[src/rtl/core/assert_macros.svh]
// Assertion helpers used by the scheduler controller.
// Each macro expects clk_i and rst_ni in the scope where it is used.
`ifndef ASSERT_MACROS_SVH
`define ASSERT_MACROS_SVH

// Check that cons holds in the cycle after ante.
`define SRTF_AST_NEXT(lbl, ante, cons, msg) \
  lbl: assert property (@(posedge clk_i) disable iff (!rst_ni) (ante) |=> (cons)) \
    else $error(msg);

// Check that cons holds in the same cycle as ante.
`define SRTF_AST_NOW(lbl, ante, cons, msg) \
  lbl: assert property (@(posedge clk_i) disable iff (!rst_ni) (ante) |-> (cons)) \
    else $error(msg);

`endif

[src/rtl/core/srtf_pkg.sv]
`timescale 1ns / 1ps

package srtf_pkg;

  localparam int MAX_PROCS = 8;
  localparam int IDX_W     = (MAX_PROCS > 1) ? $clog2(MAX_PROCS) : 1;
  localparam int CNT_W     = $clog2(MAX_PROCS + 1);
  localparam int DATA_W    = 16;
  localparam int TICK_W    = 20;
  localparam int SUM_W     = 23;
  localparam int PIDX_W    = 3;

  // One process entry
  typedef struct packed {
    logic [DATA_W-1:0] arrive_time;
    logic [DATA_W-1:0] burst_time;
    logic              last_entry;
  } srtf_in_t;

  // One completion record
  typedef struct packed {
    logic [PIDX_W-1:0] proc_index;
    logic [DATA_W-1:0] arrive_out;
    logic [DATA_W-1:0] burst_out;
    logic [TICK_W-1:0] turnaround;
    logic [TICK_W-1:0] wait_time;
    logic [SUM_W-1:0]  total_wait;
    logic [SUM_W-1:0]  total_turnaround;
    logic              last_result;
  } srtf_out_t;

  typedef enum logic [2:0] {
    ST_IDLE,
    ST_SCAN,
    ST_APPLY,
    ST_FIN,
    ST_EMIT
  } srtf_state_e;

  // Controller to datapath commands
  typedef struct packed {
    logic load;
    logic clear;
    logic scan_init;
    logic scan_step;
    logic apply;
    logic fin;
    logic emit;
  } srtf_cmd_t;

  // Datapath to controller status
  typedef struct packed {
    logic run_needed;
    logic scan_last;
    logic best_valid;
    logic best_one;
    logic run_last;
  } srtf_stat_t;

endpackage

[src/rtl/core/srtf_ctrl.sv]
`timescale 1ns / 1ps
`include "assert_macros.svh"

module srtf_ctrl import srtf_pkg::*; (
  input  logic       clk_i,
  input  logic       rst_ni,
  input  logic       start,
  input  logic       last_entry_i,
  input  srtf_stat_t stat_i,
  output srtf_cmd_t  cmd_o,
  output logic       busy
);

  srtf_state_e state_q, state_d;
  logic        go_run;
  logic        done_tick;

  assign go_run    = start && last_entry_i && stat_i.run_needed;
  assign done_tick = stat_i.best_valid && stat_i.best_one;

  // Hold state
  always_ff @(posedge clk_i or negedge rst_ni) begin
    if (!rst_ni) begin
      state_q <= ST_IDLE;
    end else begin
      state_q <= state_d;
    end
  end

  // Advance the sequence
  always_comb begin
    state_d = state_q;
    unique case (state_q)
      ST_IDLE:  if (go_run) state_d = ST_SCAN;
      ST_SCAN:  if (stat_i.scan_last) state_d = ST_APPLY;
      ST_APPLY: state_d = done_tick ? ST_FIN : ST_SCAN;
      ST_FIN:   state_d = ST_EMIT;
      ST_EMIT:  state_d = stat_i.run_last ? ST_IDLE : ST_SCAN;
      default:  state_d = ST_IDLE;
    endcase
  end

  // Drive datapath commands
  always_comb begin
    cmd_o = '0;
    busy  = 1'b1;
    unique case (state_q)
      ST_IDLE: begin
        busy            = 1'b0;
        cmd_o.load      = start;
        cmd_o.clear     = start && last_entry_i && !stat_i.run_needed;
        cmd_o.scan_init = go_run;
      end
      ST_SCAN: begin
        cmd_o.scan_step = 1'b1;
      end
      ST_APPLY: begin
        cmd_o.apply     = 1'b1;
        cmd_o.scan_init = !done_tick;
      end
      ST_FIN: begin
        cmd_o.fin = 1'b1;
      end
      ST_EMIT: begin
        cmd_o.emit      = 1'b1;
        cmd_o.clear     = stat_i.run_last;
        cmd_o.scan_init = !stat_i.run_last;
      end
      default: begin
        busy = 1'b0;
      end
    endcase
  end

  `SRTF_AST_NEXT(a_run_starts, state_q == ST_IDLE && go_run, busy, "run did not start")
  `SRTF_AST_NEXT(a_emit_exit, state_q == ST_EMIT,
                 state_q == ST_SCAN || state_q == ST_IDLE, "bad exit from emit")
  `SRTF_AST_NEXT(a_finish_path, state_q == ST_APPLY && done_tick,
                 state_q == ST_FIN, "completion not finished")

endmodule

[src/rtl/core/srtf_dpath.sv]
`timescale 1ns / 1ps

module srtf_dpath import srtf_pkg::*; (
  input  logic       clk_i,
  input  logic       rst_ni,
  input  srtf_in_t   in_i,
  input  srtf_cmd_t  cmd_i,
  output srtf_stat_t stat_o,
  output srtf_out_t  res_o,
  output logic       res_valid_o
);

  // Process table, valid only for entries loaded in this batch
  logic [DATA_W-1:0] arr_q   [MAX_PROCS];
  logic [DATA_W-1:0] burst_q [MAX_PROCS];
  logic [DATA_W-1:0] rem_q   [MAX_PROCS];

  logic [CNT_W-1:0]  count_q, needed_q, finished_q;
  logic [TICK_W-1:0] tick_q;
  logic [SUM_W-1:0]  wsum_q, tsum_q;
  logic [IDX_W-1:0]  scan_idx_q;
  logic              best_valid_q, nxt_valid_q;
  logic [IDX_W-1:0]  best_idx_q;
  logic [DATA_W-1:0] best_rem_q, best_arr_q, best_burst_q, nxt_arr_q;
  logic [TICK_W-1:0] ta_q, wt_q;
  srtf_out_t         res_q;
  logic              res_valid_q;

  logic              room;
  logic [DATA_W-1:0] rd_arr, rd_burst, rd_rem;
  logic              live, arrived, take, later;
  logic [TICK_W-1:0] ta_c, wt_c;
  logic [SUM_W-1:0]  wsum_c, tsum_c;

  assign room     = count_q < CNT_W'(MAX_PROCS);
  assign rd_arr   = arr_q[scan_idx_q];
  assign rd_burst = burst_q[scan_idx_q];
  assign rd_rem   = rem_q[scan_idx_q];
  assign live     = rd_rem != '0;
  assign arrived  = TICK_W'(rd_arr) <= tick_q;
  assign take     = live && arrived && (!best_valid_q || rd_rem < best_rem_q);
  assign later    = live && !arrived && (!nxt_valid_q || rd_arr < nxt_arr_q);

  assign ta_c   = tick_q + TICK_W'(1) - TICK_W'(best_arr_q);
  assign wt_c   = ta_c - TICK_W'(best_burst_q);
  assign wsum_c = wsum_q + SUM_W'(wt_q);
  assign tsum_c = tsum_q + SUM_W'(ta_q);

  // Report status
  assign stat_o.run_needed = (needed_q != '0) || (room && in_i.burst_time != '0);
  assign stat_o.scan_last  = (CNT_W'(scan_idx_q) + CNT_W'(1)) == count_q;
  assign stat_o.best_valid = best_valid_q;
  assign stat_o.best_one   = best_rem_q == DATA_W'(1);
  assign stat_o.run_last   = (finished_q + CNT_W'(1)) == needed_q;

  // Write the table: load a new entry or retire one tick of service
  always_ff @(posedge clk_i) begin
    if (cmd_i.load && room) begin
      arr_q[count_q[IDX_W-1:0]]   <= in_i.arrive_time;
      burst_q[count_q[IDX_W-1:0]] <= in_i.burst_time;
      rem_q[count_q[IDX_W-1:0]]   <= in_i.burst_time;
    end else if (cmd_i.apply && best_valid_q) begin
      rem_q[best_idx_q] <= best_rem_q - DATA_W'(1);
    end
  end

  // Hold batch counters, tick and totals
  always_ff @(posedge clk_i or negedge rst_ni) begin
    if (!rst_ni) begin
      count_q    <= '0;
      needed_q   <= '0;
      finished_q <= '0;
      tick_q     <= '0;
      wsum_q     <= '0;
      tsum_q     <= '0;
    end else if (cmd_i.clear) begin
      count_q    <= '0;
      needed_q   <= '0;
      finished_q <= '0;
      tick_q     <= '0;
      wsum_q     <= '0;
      tsum_q     <= '0;
    end else begin
      if (cmd_i.load && room) begin
        count_q <= count_q + CNT_W'(1);
        if (in_i.burst_time != '0) needed_q <= needed_q + CNT_W'(1);
      end
      if (cmd_i.apply) begin
        if (!best_valid_q) begin
          // nothing ready: skip idle ticks up to the next arrival
          tick_q <= TICK_W'(nxt_arr_q);
        end else if (best_rem_q != DATA_W'(1)) begin
          tick_q <= tick_q + TICK_W'(1);
        end
      end
      if (cmd_i.fin) tick_q <= tick_q + TICK_W'(1);
      if (cmd_i.emit) begin
        finished_q <= finished_q + CNT_W'(1);
        wsum_q     <= wsum_c;
        tsum_q     <= tsum_c;
      end
    end
  end

  // Scan one entry per cycle, keep the best ready and earliest pending entry
  always_ff @(posedge clk_i or negedge rst_ni) begin
    if (!rst_ni) begin
      scan_idx_q   <= '0;
      best_valid_q <= 1'b0;
      nxt_valid_q  <= 1'b0;
    end else if (cmd_i.scan_init) begin
      scan_idx_q   <= '0;
      best_valid_q <= 1'b0;
      nxt_valid_q  <= 1'b0;
    end else if (cmd_i.scan_step) begin
      scan_idx_q <= scan_idx_q + IDX_W'(1);
      if (take) best_valid_q <= 1'b1;
      if (later) nxt_valid_q <= 1'b1;
    end
  end

  // Capture candidate payload
  always_ff @(posedge clk_i) begin
    if (cmd_i.scan_step && take) begin
      best_idx_q   <= scan_idx_q;
      best_rem_q   <= rd_rem;
      best_arr_q   <= rd_arr;
      best_burst_q <= rd_burst;
    end
    if (cmd_i.scan_step && later) nxt_arr_q <= rd_arr;
    if (cmd_i.fin) begin
      ta_q <= ta_c;
      wt_q <= wt_c;
    end
    if (cmd_i.emit) begin
      res_q.proc_index       <= PIDX_W'(best_idx_q);
      res_q.arrive_out       <= best_arr_q;
      res_q.burst_out        <= best_burst_q;
      res_q.turnaround       <= ta_q;
      res_q.wait_time        <= wt_q;
      res_q.total_wait       <= wsum_c;
      res_q.total_turnaround <= tsum_c;
      res_q.last_result      <= stat_o.run_last;
    end
  end

  // Strobe each completion transaction for one cycle
  always_ff @(posedge clk_i or negedge rst_ni) begin
    if (!rst_ni) begin
      res_valid_q <= 1'b0;
    end else begin
      res_valid_q <= cmd_i.emit;
    end
  end

  assign res_o       = res_q;
  assign res_valid_o = res_valid_q;

endmodule

[src/rtl/core/srtf_scheduler_unit.sv]
`timescale 1ns / 1ps
// Loading: one entry per cycle, start taken whenever busy is low; a non-final entry gives no result.
// Run: each simulated busy tick scans the N loaded entries (one table entry per cycle) and then
// applies it; an idle gap costs one such scan and apply; a completion adds FIN and EMIT states.
// Each result is registered from EMIT, which follows APPLY and FIN; busy drops with the last.
// Reset clears counters, tick, totals and control; the process table is not cleared.
// Results are strobed for one cycle and cannot be stalled by the receiver.
module srtf_scheduler_unit import srtf_pkg::*; (
  input  logic      clk_i,
  input  logic      rst_ni,
  input  logic      start,
  input  srtf_in_t  in_i,
  output logic      busy,
  output srtf_out_t res_o,
  output logic      res_valid_o
);

  srtf_cmd_t  cmd;
  srtf_stat_t stat;

  srtf_ctrl u_ctrl (
    .clk_i        (clk_i),
    .rst_ni       (rst_ni),
    .start        (start),
    .last_entry_i (in_i.last_entry),
    .stat_i       (stat),
    .cmd_o        (cmd),
    .busy         (busy)
  );

  srtf_dpath u_dpath (
    .clk_i       (clk_i),
    .rst_ni      (rst_ni),
    .in_i        (in_i),
    .cmd_i       (cmd),
    .stat_o      (stat),
    .res_o       (res_o),
    .res_valid_o (res_valid_o)
  );

endmodule

[config.mk]
export PLATFORM = sky130hd
export DESIGN_NAME = srtf_scheduler_unit
export DESIGN_NICKNAME = d
export VERILOG_FILES = /design/src/rtl/core/srtf_pkg.sv /design/src/rtl/core/srtf_ctrl.sv /design/src/rtl/core/srtf_dpath.sv /design/src/rtl/core/srtf_scheduler_unit.sv
export VERILOG_INCLUDE_DIRS = /design/src /design/src/rtl/core
export SDC_FILE = /design/constraint.sdc
export NUM_CORES = 1
export LEC_CHECK = 0
export BUFFER_PORTS_ARGS = -buffer_cell sky130_fd_sc_hd__buf_2
export CAP_MARGIN = 10
export CORE_UTILIZATION = 66
export DETAILED_ROUTE_END_ITERATION = 12
export PLACE_DENSITY = 0.94
export SLEW_MARGIN = 20
export SYNTH_ARGS = -nofsm -noshare
export SYNTH_HDL_FRONTEND = slang
export SYNTH_SLANG_ARGS = --single-unit
[constraint.sdc]
create_clock -name clk_i -period 10.2 [get_ports clk_i]
set_input_delay 1.02 -clock clk_i [delete_from_list [all_inputs] [get_ports clk_i]]
set_output_delay 1.02 -clock clk_i [all_outputs]
set_load 0.005 [all_outputs]
==> results_dict.tcl <==
set metrics [dict create \
    synth-compound-area-share 0.0757 \
    yosys-mux-area-fraction 0.0743 \
    status "complete, no violations" \
    grt_pass1_vias 19700 \
    clkLatencyLatePin_ps 610 \
    gr-usage-all-layers 0.328 \
    die_h_microns 218 \
    fmax_ghz 0.173 \
    total_power_uw 12600 \
    post-cts-setup-buffers 0 \
    dp_slack_ps 4600 \
    synth_top_family_by_area "compound AO/OA/AOI/OAI gates" \
    fin_crit_sh 0.567 \
    initial_core_util 0.674 \
    fillerInstances 2461 \
    drc_errors 0 \
    grt_max_degree 83 \
    synth_xor_xnor_area_share 0.0329 \
    netlist_instances 2067 \
    cts_sinks 700 \
    cts_made_buffers 70 \
    routedWlPerCell_microns 26.2 \
    ant_nets 0 \
    setup.worst_path.class "reg2reg" \
    routed_via_density 6.74 \
    port_buffers 159 \
    rsz0062_at_grt "false" \
    cts_root_buffer "clkbuf_16" \
    synth_top_area_share 0.597 \
    fin_setup_tns_ps 0 \
    grt_pass1_wl_microns 115000 \
    synth_largest_area_cell "edfxtp_1" \
    core_sq_um 45800 \
    whs_ps 413 \
    grt_overflow 0 \
    ir_drop_uv 254 \
    end_kind "register" \
    seqPwrFrac 0.367 \
    dr_total_vias 19600 \
    path_clk_slew_ps 60 \
    grt_antenna_before_repair 4 \
    worstMarginPinSlew_ps 1050 \
    hp-class "in2async" \
    dieArea_sq_um 47600 \
    hold_buffers 0 \
    cap_violations 0 \
    met3_usage 0.0642 \
    yosys_warnings 0 \
    switching_power_uw 4850 \
    timing.slew.headroom 0.294 \
    syn_nets 2233 \
    top_usage_layer "met2" \
    cts_tree "built" \
    r2r_start "u_dpath.scan_idx_q[1]" \
    post_cts_resized 0 \
    place_area_sq_um 32400 \
    ys_seq_area_frac 0.667 \
    final_hold_viol_count 0 \
    combinationalPowerShare 0.427 \
    cp_max_fo 61 \
    power_frac_clock 0.206 \
    startpoint "u_dpath.scan_idx_q[1]" \
    synthAdderAreaFrac 0.0537 \
    grt_util_met2 0.536 \
    clk_path_buf_depth 3 \
    cp.arrival_ps 6030 \
    finalSetupViolCount 0 \
    ys_ff_latch 700 \
    yosys.area_share.simple 0.0739 \
    layout.nets 2424 \
    synthFlopType "edfxtp_1" \
    synth_cell_types 73 \
    cp-start-kind "register" \
    finalWirelength_microns 76300 \
    synth_edf_count 613 \
    place.gp.congestion 0.928 \
    cp.required_ps 10450 \
    setup_ws_ps 4420 \
    fin_skew_ps 18.9 \
    synthTopCellsByArea "edfxtp_1 (60%), dfrtp_1 (7.1%), mux4_2 (7.0%)" \
    postLayoutCellArea_sq_um 34700 \
    synthArstFlopShare 0.124 \
    syn_area_sq_um 30800 \
    syn_to_final_growth_pct 12.7 \
    fin_crit_ps 5780 \
    grtUsageMet1 0.411 \
    num_io_pins 160 \
    hpwl_microns 47900 \
    syn_area_per_cell_sq_um 14.9 \
    dr.first_iter.drc_count 2641 \
    drtPass1Iterations 6 \
    rows 78 \
    switching_share 0.384 \
    drive_gt1_frac 0.180 \
    slew_violations 0 \
    p_int_uw 7790 \
    pwr_density_cell_nw_per_um2 364 \
    htree_levels 3 \
    die_width_microns 218 \
    cellLeakagePower_uw 0.0131 \
]
==> final cells by class <==
type	instances	area (sq um)	area share
flip-flops and latches	700	20600	0.593
multi-input cells	1191	9660	0.278
clock buffers	90	1930	0.0556
repair buffers	186	1000	0.0288
well taps	600	751	0.0216
inverters	109	409	0.0118
clock inverters	35	390	0.0112
diodes	3	7.51	0.000216
==> power groups by stage <==
stage                     clock (uW)  combinational, uW  sequential [uW]
after global routing            2730               5830             4670
after global placement             0               4820             4610
after detailed placement           0               5100             4650
after floorplan                    0               3840             4420
after CTS                       2620               5280             4610
final                           2610               5400             4640
==> sequential cells by signal (all words and copies together) (netlist names), 4 cells and up <==
register              cells
u_dpath.wsum_q           23
u_dpath.res_o           122
u_dpath.wt_q             20
u_dpath.needed_q          4
u_dpath.best_rem_q       16
u_dpath.finished_q        4
u_dpath.burst_q         128
u_dpath.best_burst_q     16
u_dpath.best_arr_q       16
u_dpath.rem_q           128
u_dpath.arr_q           128
u_dpath.tick_q           20
u_dpath.ta_q             20
u_dpath.count_q           4
u_dpath.tsum_q           23
u_dpath.nxt_arr_q        16
==> cell usage in the layout, fill, tap and decap left out, types with 13 or more instances in the layout <==
cell type,netlist,layout
a22o_1,45,45
buf_2,10,158
clkbuf_1,45,13
xnor2_1,86,86
nand2_1,200,200
a21o_1,41,41
o21a_1,18,18
nor2b_1,27,26
o22ai_1,15,15
xor2_1,28,28
mux4_2,96,96
mux2i_1,13,13
ha_1,126,126
nor2_1,105,97
dfrtp_1,87,85
o21ai_0,57,57
nor3_1,26,24
a21oi_1,98,98
nor4_1,14,14
buf_4,2,28
clkbuf_16,0,73
nand2b_1,28,28
nand3_1,27,27
edfxtp_1,613,613
nand4_1,13,13
inv_1,109,109
==> layer usage <==
layer	wire (microns)	up-vias
met5	27	-
met4	4370	4
met3	7450	321
met2	37400	1427
met1	27100	9642
li1	-	8234
==> worst max-delay path: stages (launching register included) <==
cell	delay, ps
dfrtp_4	1040
buf_4	650
mux4_2	420
nand2_1	80
nand2_1	140
ha_1	340
nor2b_1	130
o21a_1	160
o21a_1	160
o21ai_0	140
a21oi_1	110
o21bai_1	200
a21oi_1	90
nor2_1	400
a21boi_4	780
buf_4	510
==> stage by stage <==
stage / instances / utilization
after floorplan: 2067 / -
after global placement: 2786 / 0.708
after detailed placement: 2786 / 0.708
after CTS: 2911 / 0.759
after global routing: 2913 / 0.759
final: 2914 / 0.759
==> cells by family after synthesis <==
family          after synthesis
compound gates              351
buf+inv                     176
flops                       700
simple gates                486
fa+ha+maj                   130
xor+xnor                    115
mux                         109
==> synth_stat cells, types with 11 or more instances <==
cell type / instances
a22o_1: 45
nor4_1: 14
dfrtp_1: 87
o21a_1: 18
xnor2_1: 86
o21ai_0: 57
nor2_1: 105
nand2_1: 200
ha_1: 126
inv_1: 109
nand4_1: 13
nand3_1: 27
clkbuf_1: 45
edfxtp_1: 613
a21oi_1: 98
xor2_1: 28
a21o_1: 41
mux2i_1: 13
o22ai_1: 15
mux4_2: 96
nor2b_1: 27
nor3_1: 26
o21bai_1: 11
nand2b_1: 28
and3_1: 11
==> final timing paths <==
kind | cells past startpoint | endpoint | slack [ps]
worst min-delay path | 1 | u_dpath.res_valid_o | 410
worst min register to register | 0 | u_dpath.res_o[118] | 450
worst max register to register | 15 | u_dpath.best_arr_q[0] | 4420
worst max-delay path | 15 | u_dpath.best_arr_q[0] | 4420
max in group asynchronous | 2 | u_dpath.tsum_q[7] | 8710
min in group clk_i | 0 | u_dpath.res_o[118] | 450
Power figures use the tool's default switching activity.
